**src/hdl/cpb_pkg.sv**
```systemverilog
// package with constants, types and register codes of the clipped pattern blitter
package cpb_pkg;

  localparam int FRAME_WIDTH     = 320;
  localparam int FRAME_HEIGHT    = 240;
  localparam int MAX_PATTERN_DIM = 512;

  localparam int ORG_W      = 11;
  localparam int DIM_W      = 10;
  localparam int COLOR_W    = 16;
  localparam int ADDR_W     = 17;
  localparam int CNT_W      = $clog2(MAX_PATTERN_DIM);
  localparam int COORD_W    = ORG_W + 1;
  localparam int CFG_IDX_W  = 3;
  localparam int CFG_DATA_W = 16;

  localparam logic [COLOR_W-1:0] TRANSPARENT_COLOR = 16'hFFFF;

  typedef enum logic [CFG_IDX_W-1:0] {
    CFG_ORIGIN_X   = 3'd0,
    CFG_ORIGIN_Y   = 3'd1,
    CFG_WIDTH      = 3'd2,
    CFG_HEIGHT     = 3'd3,
    CFG_FG_COLOR   = 3'd4,
    CFG_BG_COLOR   = 3'd5,
    CFG_FILL_MODE  = 3'd6
  } cfg_idx_e;

  typedef struct packed {
    logic [ORG_W-1:0]   origin_x;
    logic [ORG_W-1:0]   origin_y;
    logic [DIM_W-1:0]   pattern_width;
    logic [DIM_W-1:0]   pattern_height;
    logic [COLOR_W-1:0] fg_color;
    logic [COLOR_W-1:0] bg_color;
    logic               fill_mode;
  } cfg_t;

  typedef struct packed {
    logic               write_enable;
    logic [ADDR_W-1:0]  pixel_address;
    logic [COLOR_W-1:0] pixel_color;
    logic               pattern_done;
  } pix_t;

  typedef struct packed {
    logic last_col;
    logic last_row;
  } step_t;

endpackage

```
**src/hdl/cpb_pixel_calc.sv**
```systemverilog
// screen position, clipping, color select and pattern step decode for one word
module cpb_pixel_calc import cpb_pkg::*; (
  input  cfg_t             cfg_i,
  input  logic [CNT_W-1:0] col_i,
  input  logic [CNT_W-1:0] row_i,
  input  logic             pattern_bit_i,
  output pix_t             pix_o,
  output step_t            step_o
);

  logic [DIM_W-1:0]          w_clamp;
  logic [DIM_W-1:0]          h_clamp;
  logic signed [COORD_W-1:0] x;
  logic signed [COORD_W-1:0] y;
  logic                      on_screen;
  logic                      set;
  logic                      we;
  logic [ADDR_W-1:0]         addr;

  function automatic logic [DIM_W-1:0] clamp_dim(input logic [DIM_W-1:0] d);
    if (d == '0) begin
      return DIM_W'(1);
    end else if (d > DIM_W'(MAX_PATTERN_DIM)) begin
      return DIM_W'(MAX_PATTERN_DIM);
    end
    return d;
  endfunction

  always_comb begin
    w_clamp   = clamp_dim(cfg_i.pattern_width);
    h_clamp   = clamp_dim(cfg_i.pattern_height);
    x         = COORD_W'($signed(cfg_i.origin_x)) + $signed({3'b000, col_i});
    y         = COORD_W'($signed(cfg_i.origin_y)) + $signed({3'b000, row_i});
    on_screen = (x >= 0) && (x < COORD_W'(FRAME_WIDTH))
             && (y >= 0) && (y < COORD_W'(FRAME_HEIGHT));
    set       = pattern_bit_i | cfg_i.fill_mode;
    we        = on_screen && (set || (cfg_i.bg_color != TRANSPARENT_COLOR));
    // times frame width is a constant multiply: shifts and adds
    addr      = ADDR_W'(ADDR_W'(unsigned'(y)) * ADDR_W'(FRAME_WIDTH)
                        + ADDR_W'(unsigned'(x)));

    step_o.last_col = (DIM_W'(col_i) + DIM_W'(1)) >= w_clamp;
    step_o.last_row = (DIM_W'(row_i) + DIM_W'(1)) >= h_clamp;

    pix_o.write_enable  = we;
    pix_o.pixel_address = we ? addr : '0;
    pix_o.pixel_color   = we ? (set ? cfg_i.fg_color : cfg_i.bg_color) : '0;
    pix_o.pattern_done  = step_o.last_col & step_o.last_row;
  end

endmodule

```
**config.mk**
```make
export PLATFORM = sky130hd
export DESIGN_NAME = cpb_pixel_calc
export DESIGN_NICKNAME = d
export VERILOG_FILES = /design/src/hdl/cpb_pkg.sv /design/src/hdl/cpb_pixel_calc.sv
export SDC_FILE = /design/constraint.sdc
export NUM_CORES = 1
export LEC_CHECK = 0
export BUFFER_PORTS_ARGS = -buffer_cell sky130_fd_sc_hd__buf_2
export CORE_MARGIN = 3
export CORE_UTILIZATION = 54
export DETAILED_ROUTE_END_ITERATION = 8
export PLACE_DENSITY = 0.9
export SKIP_LAST_GASP = 1
export SYNTH_ARGS = -nofsm -noshare
export SYNTH_HDL_FRONTEND = slang
export SYNTH_SLANG_ARGS = --single-unit
```
**constraint.sdc**
```tcl
create_clock -name vclk -period 8.62
set_clock_uncertainty 0.05 [all_clocks]
set_input_delay 1.724 -clock vclk [all_inputs]
set_output_delay 1.724 -clock vclk [all_outputs]
set_load 0.1 [all_outputs]
```
==> results of run 1 <==
[final cells by class]
class	count	area (µm²)	area share
Inverter	21	78.8	0.0220
Multi-Input combinational cell	384	2770	0.771
Tap cell	70	87.6	0.0244
Timing Repair Buffer	131	656	0.183
[worst max-delay path, stage by stage]
cell,delay (ps)
sky130_fd_sc_hd__buf_2,140
sky130_fd_sc_hd__ha_1,210
sky130_fd_sc_hd__fa_1,440
sky130_fd_sc_hd__a211oi_1,370
sky130_fd_sc_hd__o21ai_1,170
sky130_fd_sc_hd__nand2_1,110
sky130_fd_sc_hd__xor2_1,170
sky130_fd_sc_hd__inv_1,60
sky130_fd_sc_hd__ha_1,270
sky130_fd_sc_hd__ha_1,370
sky130_fd_sc_hd__nor2b_1,190
sky130_fd_sc_hd__or3b_2,450
sky130_fd_sc_hd__nand3_1,140
sky130_fd_sc_hd__nand3_1,100
sky130_fd_sc_hd__nor3_1,240
sky130_fd_sc_hd__xnor2_1,100
sky130_fd_sc_hd__nor2_1,70
sky130_fd_sc_hd__buf_2,440
[where the power goes]
part | internal (W) | leakage (nW) | switching, W
logic | 0.000203 | 1.83 | 0.000283
clock network | 0 | 0 | 0
registers | 0 | 0 | 0
[cells in the final DEF (no fill, tap or decap), types with 2 or more instances in the layout]
cell,netlist,layout
sky130_fd_sc_hd__ha_1,59,59
sky130_fd_sc_hd__a221oi_2,2,2
sky130_fd_sc_hd__a21o_1,13,13
sky130_fd_sc_hd__buf_2,1,131
sky130_fd_sc_hd__a221oi_1,4,4
sky130_fd_sc_hd__xnor2_1,27,27
sky130_fd_sc_hd__nor3_1,8,8
sky130_fd_sc_hd__o21bai_1,4,4
sky130_fd_sc_hd__a21oi_1,36,36
sky130_fd_sc_hd__nand2_1,41,41
sky130_fd_sc_hd__clkinv_1,2,2
sky130_fd_sc_hd__nor2_1,45,45
sky130_fd_sc_hd__o21ai_1,2,2
sky130_fd_sc_hd__nor3_2,2,2
sky130_fd_sc_hd__and3_1,8,8
sky130_fd_sc_hd__a211oi_1,7,7
sky130_fd_sc_hd__nand2b_1,3,3
sky130_fd_sc_hd__nand3_1,18,18
sky130_fd_sc_hd__nor2b_1,4,4
sky130_fd_sc_hd__xor2_1,14,14
sky130_fd_sc_hd__fa_1,4,4
sky130_fd_sc_hd__inv_1,19,19
sky130_fd_sc_hd__nor4_1,6,6
sky130_fd_sc_hd__nand4_1,5,5
sky130_fd_sc_hd__or3_1,5,5
sky130_fd_sc_hd__nor3b_1,2,2
sky130_fd_sc_hd__o21ai_0,31,31
sky130_fd_sc_hd__o31ai_1,3,3
sky130_fd_sc_hd__o21a_1,4,4
sky130_fd_sc_hd__and2_1,7,7
sky130_fd_sc_hd__mux2i_1,2,2
[Yosys cell counts (7+ instances only)]
library cell	number	area, µm²
sky130_fd_sc_hd__ha_1	59	738
sky130_fd_sc_hd__nor2_1	45	169
sky130_fd_sc_hd__nand2_1	41	154
sky130_fd_sc_hd__a21oi_1	36	180
sky130_fd_sc_hd__o21ai_0	31	155
sky130_fd_sc_hd__xnor2_1	27	236
sky130_fd_sc_hd__inv_1	19	71.3
sky130_fd_sc_hd__nand3_1	18	90.1
sky130_fd_sc_hd__xor2_1	14	123
sky130_fd_sc_hd__a21o_1	13	97.6
sky130_fd_sc_hd__and3_1	8	50.1
sky130_fd_sc_hd__nor3_1	8	40.0
sky130_fd_sc_hd__a211oi_1	7	52.6
sky130_fd_sc_hd__and2_1	7	43.8
[final timing paths]
check,start,to,slack [ps],cells past startpoint
worst max-delay path,row_i[0],pix_o[33],1070,18
worst min-delay path,cfg_i[5],pix_o[5],3890,4
[routing by layer]
metal	wire length (µm)	vias up	share of wire
li1	-	1769	-
met1	3430	1614	0.40
met2	4280	144	0.50
met3	707	14	0.082
met4	158	0	0.018
met5	0	-	0
[metrics by stage]
step	power, W	cell area [µm²]	hold WS [ps]	cells	setup WS [ps]
floorplan	0.000380	2890	3950	412	813
global placement	0.000463	3590	3880	606	1250
detailed placement	0.000483	3590	3880	606	1120
CTS	0.000486	3590	3880	606	1090
global route	0.000550	3590	3900	606	723
finish	0.000486	3590	3890	606	1070
[logic make-up (layout without fill, tap and decap cells)]
logic type,after synthesis,after routing
AOI/OAI and AO/OA,118,118
xor gates and xnor gates,41,41
adders and majority gates,63,63
muxes,3,3
buffers and inverters,28,152
and+or+nand+nor,159,159
==> impl_summary.txt, run 1 <==
----------------------------------------------------
[Drt]
  Total detailed-routing wirelength ... 8580 µm
  DR vias/cell ... 5.84
  DRC violations left ... 0
  Number of optimization iterations in the first detailed-route pass ... 5
  Count of routing violations after the opening detailed-route iteration ... 206
  Wire per inst ... 14.2 µm
  Number of routed nets with antenna violations ... 0
  Routed via count ... 3541

[Placed design]
  Half-perimeter wire length after placement ... 7560 µm
  Gpl congestion ... 0.855
  Quantity of I/O buffers inserted on ports ... roughly 130

[Floorplanning]
  Placeable core region ... just over 5000 µm²
  Overall die height ... 79.2 µm
  Initial Utilization ... 0.563
  Die Footprint ... 6270 µm²
  Number of placement rows ... 26
  Die extent in x ... 79.2 µm
  Boundary pin count ... 131

[Timing]
  Share of the cycle needed by the critical path after routing ... 0.876
  Maximum operating frequency ... 0.132 GHz
  Max-slew violation total from the final report ... 0
  Aggregate negative setup slack ... 0 ps
  Final hold violations ... 0
  Slew @ Worst Pin ... 920 ps
  Setup repair after global routing missed its margin ... no
  Worst slew slack as a fraction of its limit ... 0.384
  Final min period ... 7550 ps
  Setup Viol. Count Final ... 0

[Setup path]
  Data arrival, critical path ... 5780 ps
  Endpoint required time on the critical path ... 6850 ps
  Type of element capturing the critical path ... output pin
  Startpoint type of the worst setup path ... input port
  Max Fanout on Critical Path ... 7
  Crit Path Category ... in2out

[Global route]
  GRT met2 Usage ... 0.516
  Final global-route overflow total ... 0
  Met3 Track Usage GR ... 0.0351
  Most Crowded Layer GR ... met2
  Pin count of the biggest net entering global routing ... 34
  Initial antenna violation count ... 0
  Global-route usage over all layers ... 0.263
  Met1 routing resource usage after global routing ... 0.301
  Number of global-route vias before repair ... 3289
  Wire length of the first global-routing pass ... 14000 µm

[Synth]
  Mux share of post-synthesis cell area ... 0.0108
  Simple-gate share of the synthesized area ... 0.273
  Total nets after synthesis ... 569
  Register area share after synthesis ... 0
  Netlist cell types ... 52
  Fraction of the mapped netlist area in compound gates ... 0.266
  Adder-cell share of the synthesized area ... 0.283
  Post-synthesis share of cell area spent on xor and xnor gates ... 0.124
  Netlist Area Pre-Place ... ~2900 µm²
  Main combinational cell family by area after synthesis ... adder cells
  Count of warnings emitted by yosys ... 0
  Average instance area after synthesis ... about 7.0 µm²
  Synthesized netlist cell count ... 412

[Finish]
  Post-layout net count ... 695
  Filler Cell Count ... between 400 and 500
  Final cell utilization of the core ... 0.698
  Number of clock-tree buffers in the layout ... 0
  Area delta synth->final ... 24.1%
  Share of layout cells above drive strength 1 ... 0.267
  Final sequential cell count ... 0
  Diode count ... 0
  Sequential cell area ... 0 µm²

[Power and ir drop]
  Power per Cell Area ... between 100 and 150 nW/µm²
  Static leakage ... 1.83 nW
  Maximum resistive drop on vdd ... 74.9 µV

[Clock network]
  Setup Buffers After CTS ... 0
  Number of hold buffers added after CTS ... 0
  Count of cells resized by post-cts repair ... 0

[Flow run]
  Number of violations of the max-capacitance limit ... 0

[Run status]
  Result of the run ... completed

[Worst hold path]
  Worst min-delay path category ... in2out

----------------------------------------------------
No activity file was read; power rests on OpenSTA's default activity.
==> run 2, diff against run 1 <==
--- a/config.mk
+++ b/config.mk
@@ -6,6 +6,7 @@
 export NUM_CORES = 1
 export LEC_CHECK = 0
 export BUFFER_PORTS_ARGS = -buffer_cell sky130_fd_sc_hd__buf_2
+export CORE_ASPECT_RATIO = 0.8
 export CORE_MARGIN = 3
 export CORE_UTILIZATION = 54
 export DETAILED_ROUTE_END_ITERATION = 8
==> run 2 against run 1 <==
  * Non-clock buffer count stayed put
  * Clock-buffer cell count unchanged
  * Final cell count fell by 1.3%
  * Setup slack got worse by 72 ps
  * Via count fell by 3.3%
  * Final area down 0.28%
  * Combinational power up 2%
  * Worst hold slack worse by 4.6 ps
  * Critical path depth unchanged
  * Fmax fell by 0.94%
==> impl_summary.txt, run 2 (synthesized netlist as in run 1, its figures left out) <==
----------------------------------------------------
[Run status]
  Result of the run ... completed

[Drt]
  Count of routing violations after the opening detailed-route iteration ... 146 (-29%)
  Number of routed nets with antenna violations ... 0 (unchanged)
  Wire per inst ... 14.4 µm (+1.7%)
  Number of optimization iterations in the first detailed-route pass ... 4 (-1)
  Total detailed-routing wirelength ... 8610 µm (+0.40%)
  DR vias/cell ... 5.73 (-2.0%)
  Routed via count ... 3424 (-3.3%)
  DRC violations left ... 0 (unchanged)

[Floorplanning]
  Die Footprint ... 6270 µm² (about the same)
  Number of placement rows ... 23 (-12%)
  Overall die height ... 71.5 µm (-9.8%)
  Placeable core region ... 5090 µm² (-0.90%)
  Die extent in x ... 87.8 µm (+11%)
  Boundary pin count ... 131 (unchanged)
  Initial Utilization ... 0.568 (+0.00511)

[Setup path]
  Data arrival, critical path ... 5850 ps (+70 ps)
  Type of element capturing the critical path ... output pin
  Endpoint required time on the critical path ... 6850 ps (about the same)
  Max Fanout on Critical Path ... 7 (unchanged)
  Crit Path Category ... in2out
  Startpoint type of the worst setup path ... input port

[Finish]
  Final cell utilization of the core ... 0.703 (+0.00438)
  Share of layout cells above drive strength 1 ... 0.267 (unchanged)
  Number of clock-tree buffers in the layout ... 0 (unchanged)
  Final sequential cell count ... 0 (unchanged)
  Sequential cell area ... 0 µm² (unchanged)
  Diode count ... 0 (unchanged)
  Area delta synth->final ... 23.8%
  Post-layout net count ... 695 (unchanged)
  Highest-count cells in the layout ignoring fill and taps ... sky130_fd_sc_hd__buf_2, sky130_fd_sc_hd__ha_1, sky130_fd_sc_hd__nor2_1
  Final std cells w/o fill ... 598 (-1.3%)
  Most common cell after layout, fill and taps aside ... sky130_fd_sc_hd__buf_2

[Power and ir drop]
  Static leakage ... 1.83 nW (unchanged)
  Maximum resistive drop on vdd ... 74.3 µV (-0.79%)
  Power per Cell Area ... 138 nW/µm² (+2.0%)

[Clock network]
  Number of hold buffers added after CTS ... 0 (unchanged)
  Setup Buffers After CTS ... 0 (unchanged)
  Count of cells resized by post-cts repair ... 0 (unchanged)

[Placed design]
  Placed cell count ... 598 (-1.3%)
  Gpl congestion ... 0.916 (+7.2%)
  Half-perimeter wire length after placement ... 7400 µm (-2.1%)
  Quantity of I/O buffers inserted on ports ... 131 (unchanged)

[Global route]
  Global-route usage over all layers ... 0.256 (-0.00688)
  Pin count of the biggest net entering global routing ... 34 (unchanged)
  Most Crowded Layer GR ... met2
  Wire length of the first global-routing pass ... 13800 µm (-1.7%)
  GRT met2 Usage ... 0.474 (-0.0419)
  Met1 routing resource usage after global routing ... 0.335 (+0.0340)
  Number of global-route vias before repair ... 3177 (-3.4%)
  Met3 Track Usage GR ... 0.0195 (-0.0156)
  Final global-route overflow total ... 0 (unchanged)
  Initial antenna violation count ... 0 (unchanged)

[Worst hold path]
  Worst hold path cell count ... 4 (unchanged)
  Worst min-delay path category ... in2out
  Min-Delay Endpoint ... pix_o[5]
  Startpoint of the lowest-slack hold path ... cfg_i[5]

[Timing]
  Final hold violations ... 0 (unchanged)
  Share of the cycle needed by the critical path after routing ... 0.884 (+0.00835)
  Aggregate negative setup slack ... 0 ps (unchanged)
  Max-slew violation total from the final report ... 0 (unchanged)
  Setup Viol. Count Final ... 0 (unchanged)
  Slew @ Worst Pin ... 972 ps (+51.5 ps)
  Maximum operating frequency ... 0.131 GHz (-0.94%)
  Final min period ... 7620 ps (+72.0 ps)
  Setup repair after global routing missed its margin ... no
  Worst slew slack as a fraction of its limit ... 0.350 (-0.0345)

[Flow run]
  Number of violations of the max-capacitance limit ... 0 (unchanged)

----------------------------------------------------
[run 2: cell counts in the layout (fill, tap and decap cells not counted)]
Identical to the previous run, type by type.
[run 2: worst max-delay path by stage]
stage,start,to,slack (ps),cells after the start
2_1_floorplan,cfg_i[53],pix_o[33],810,16
3_3_place_gp,row_i[0],pix_o[33],1220,18
3_5_place_dp,row_i[0],pix_o[33],1060,18
4_1_cts,row_i[0],pix_o[33],1040,18
5_1_grt,row_i[0],pix_o[33],730,18
6_report,row_i[0],pix_o[33],1000,18
[run 2: area by class of cell]
class | instances | area [µm²]
well taps | 62 | 77.6
multi-input cells | 384 | 2770
repair buffers | 131 | 656
inverters | 21 | 78.8
fillers | 445 | 1520
[run 2: worst max-delay path, cell delays in order]
cell and delay, ps:
sky130_fd_sc_hd__buf_2 140, sky130_fd_sc_hd__ha_1 220, sky130_fd_sc_hd__fa_1 410, sky130_fd_sc_hd__a211oi_1 380
sky130_fd_sc_hd__o21ai_1 180, sky130_fd_sc_hd__nand2_1 120, sky130_fd_sc_hd__xor2_1 180, sky130_fd_sc_hd__inv_1 70
sky130_fd_sc_hd__ha_1 280, sky130_fd_sc_hd__ha_1 370, sky130_fd_sc_hd__nor2b_1 210, sky130_fd_sc_hd__or3b_2 470
sky130_fd_sc_hd__nand3_1 130, sky130_fd_sc_hd__nand3_1 100, sky130_fd_sc_hd__nor3_1 230, sky130_fd_sc_hd__xnor2_1 100
sky130_fd_sc_hd__nor2_1 80, sky130_fd_sc_hd__buf_2 440
[run 2: per-stage QoR]
step	worst slack, ps	power [W]	hold WS (ps)	instance area, µm²
2_1_floorplan	813	0.000380	3950	2890
3_3_place_gp	1220	0.000460	3880	3580
5_1_grt	728	0.000547	3890	3580
6_report	996	0.000494	3880	3580
3_5_place_dp	1060	0.000485	3880	3580
4_1_cts	1040	0.000488	3890	3580
[run 2: metal layers]
layer  wire, µm  vias to the layer above
met2       4140                      114
met5          0                        -
met3        494                       11
met1       3880                     1535
li1           -                     1764
met4         96                        0
[run 2: power by group]
group	total (W)	internal, W	leakage, nW	switching, W
sequential	0	0	0	0
combinational	0.000494	0.000204	1.83	0.000291
clock	0	0	0	0
total	0.000494	0.000204	1.83	0.000291
==> run 3, diff against run 2 <==
--- a/config.mk
+++ b/config.mk
@@ -8,9 +8,9 @@
 export BUFFER_PORTS_ARGS = -buffer_cell sky130_fd_sc_hd__buf_2
 export CORE_ASPECT_RATIO = 0.8
 export CORE_MARGIN = 3
-export CORE_UTILIZATION = 54
+export CORE_UTILIZATION = 50
 export DETAILED_ROUTE_END_ITERATION = 8
-export PLACE_DENSITY = 0.9
+export PLACE_DENSITY = 0.84
 export SKIP_LAST_GASP = 1
 export SYNTH_ARGS = -nofsm -noshare
 export SYNTH_HDL_FRONTEND = slang
==> constraint.sdc (replaced) <==
create_clock -name vclk -period 7.75
set_clock_uncertainty 0.05 [all_clocks]
set_input_delay 1.55 -clock vclk [all_inputs]
set_output_delay 1.55 -clock vclk [all_outputs]
set_load 0.1 [all_outputs]
==> run 3 against run 2 <==
  * Wire length down 4.4%
  * Core utilization down 5.1 points
  * Total power up 9.8%
  * First-iteration DRC count down 7.5%
  * Critical path type unchanged
  * Combinational power up 9.9%
==> impl_summary.txt, run 3 (synthesized netlist as in run 1, its figures left out) <==
----------------------------------------------------
[Floorplanning]
  Number of placement rows ... 24 (+4.3%)
  Boundary pin count ... 131 (unchanged)
  Initial Utilization ... 0.523 (-0.0443)
  Die extent in x ... 91.0 µm (+3.7%)
  Placeable core region ... 5530 µm² (+8.5%)
  Overall die height ... 74.0 µm (+3.6%)
  Die Footprint ... 6740 µm² (+7.4%)

[Setup path]
  Cells along the critical path ... buf_2, ha_1, fa_1, a211oi_1, o21ai_1, nand2_1, xor2_1, inv_1, ha_1, ha_1, nor2b_1, or3b_2, nand3_1, nand3_1, nor3_1, xnor2_1, nor2_1, buf_2
  Max Fanout on Critical Path ... 7 (unchanged)
  Slowest stage cell, crit path ... sky130_fd_sc_hd__or3b_2
  Crit Path Category ... in2out
  Endpoint required time on the critical path ... 6150 ps (-700 ps)
  Combined buffer and inverter count along the critical path ... 3 (unchanged)
  Type of element capturing the critical path ... output pin
  Startpoint type of the worst setup path ... input port
  Data arrival, critical path ... 5670 ps (-180 ps)
  Delay contributed by the slowest stage of the critical path ... 460 ps (about the same)
  Cell repeated most along the worst path ... sky130_fd_sc_hd__ha_1
  Top cell family by delay on the critical path ... simple AND/OR/NAND/NOR gates

[Drt]
  Number of optimization iterations in the first detailed-route pass ... 5 (+1)
  Wire per inst ... 13.4 µm (-6.9%)
  Total detailed-routing wirelength ... 8230 µm (-4.4%)
  Count of routing violations after the opening detailed-route iteration ... 135 (-7.5%)
  DRC violations left ... 0 (unchanged)
  Number of routed nets with antenna violations ... 0 (unchanged)
  Routed via count ... 3440 (+0.47%)
  DR vias/cell ... 5.60 (-2.2%)

[Finish]
  Diode count ... 0 (unchanged)
  Post-layout net count ... 695 (unchanged)
  Highest-count cells in the layout ignoring fill and taps ... sky130_fd_sc_hd__buf_2, sky130_fd_sc_hd__ha_1, sky130_fd_sc_hd__nor2_1
  Final std cells w/o fill ... 614 (+2.7%)
  Area delta synth->final ... 24.4%
  Sequential cell area ... 0 µm² (unchanged)
  Final sequential cell count ... 0 (unchanged)
  Number of clock-tree buffers in the layout ... 0 (unchanged)
  Final cell utilization of the core ... 0.651 (-0.0513)
  Most common cell after layout, fill and taps aside ... sky130_fd_sc_hd__buf_2
  Share of layout cells above drive strength 1 ... 0.267 (unchanged)

[Global route]
  Global-route usage over all layers ... 0.233 (-0.0235)
  Final global-route overflow total ... 0 (unchanged)
  Number of global-route vias before repair ... 3164 (-0.41%)
  Wire length of the first global-routing pass ... 13700 µm (-0.15%)
  Pin count of the biggest net entering global routing ... 34 (unchanged)
  Initial antenna violation count ... 0 (unchanged)

[Clock network]
  Count of cells resized by post-cts repair ... 0 (unchanged)
  Number of hold buffers added after CTS ... 0 (unchanged)
  Setup Buffers After CTS ... 0 (unchanged)

[Timing]
  Final hold violations ... 0 (unchanged)
  Setup repair after global routing missed its margin ... no
  Slew @ Worst Pin ... 960 ps (-12.3 ps)
  Worst slew slack as a fraction of its limit ... 0.358 (+0.00826)
  Maximum operating frequency ... roughly 0.14 GHz
  Final min period ... about 7300 ps
  Setup Viol. Count Final ... 0 (unchanged)
  Share of the cycle needed by the critical path after routing ... 0.938
  Aggregate negative setup slack ... 0 ps (unchanged)
  Fin Hold WS ... 3540 ps (-348 ps)
  Max-slew violation total from the final report ... 0 (unchanged)

[Run status]
  Result of the run ... completed

[Placed design]
  Placed cell count ... 614 (+2.7%)
  Quantity of I/O buffers inserted on ports ... 131 (unchanged)
  Half-perimeter wire length after placement ... 7180 µm (-2.9%)
  Gpl congestion ... 0.889 (-3.0%)

[Power and ir drop]
  Final total power ... 0.000543 W (+9.8%)
  Static leakage ... 1.83 nW (unchanged)
  Maximum resistive drop on vdd ... 89.2 µV (+20%)
  Power per Cell Area ... 151 nW/µm² (+9.2%)

[Worst hold path]
  Worst min-delay path category ... in2out

[Flow run]
  Number of violations of the max-capacitance limit ... 0 (unchanged)

----------------------------------------------------
[run 3: cell counts in the layout (fill, tap and decap cells not counted)]
Identical to the previous run, type by type.
[run 3: worst min-delay path, stage by stage]
cell and delay (ps):
sky130_fd_sc_hd__buf_2 100, sky130_fd_sc_hd__nand2_1 50, sky130_fd_sc_hd__a21oi_1 50, sky130_fd_sc_hd__buf_2 280
[run 3: metrics by stage]
| stage | setup slack (ps) | instance area [µm²] |
|---|---|---|
| finish | 482 | 3600 |
| global placement | 686 | 3600 |
| global route | 173 | 3600 |
| detailed placement | 550 | 3600 |
| CTS | 532 | 3600 |
| floorplan | 291 | 2890 |
[run 3: report_power, final]
| group | internal (W) | total (W) | switching (W) |
|---|---|---|---|
| registers | 0 | 0 | 0 |
| logic | 0.000226 | 0.000543 | 0.000316 |
| clock network | 0 | 0 | 0 |
| total | 0.000226 | 0.000543 | 0.000316 |
[run 3: area by class of cell]
class | instances | area [µm²]
multi-input combinational | 384 | 2770
timing repair buffer | 131 | 656
inverter | 21 | 78.8
tap | 78 | 97.6
fill | 534 | 1930
[run 3: metal layers]
| metal | global-route usage | share of wire | vias up |
|---|---|---|---|
| li1 | - | - | 1773 |
| met1 | 0.313 | 0.45 | 1532 |
| met2 | 0.430 | 0.47 | 131 |
| met3 | 0.0243 | 0.073 | 4 |
| met4 | 0.00836 | 0.0026 | 0 |
| met5 | 0 | 0 | - |
[run 3: path summary, 6_finish.rpt]
path | start | end | depth (start not counted)
max | row_i[0] | pix_o[33] | 18
min | cfg_i[5] | pix_o[5] | 4
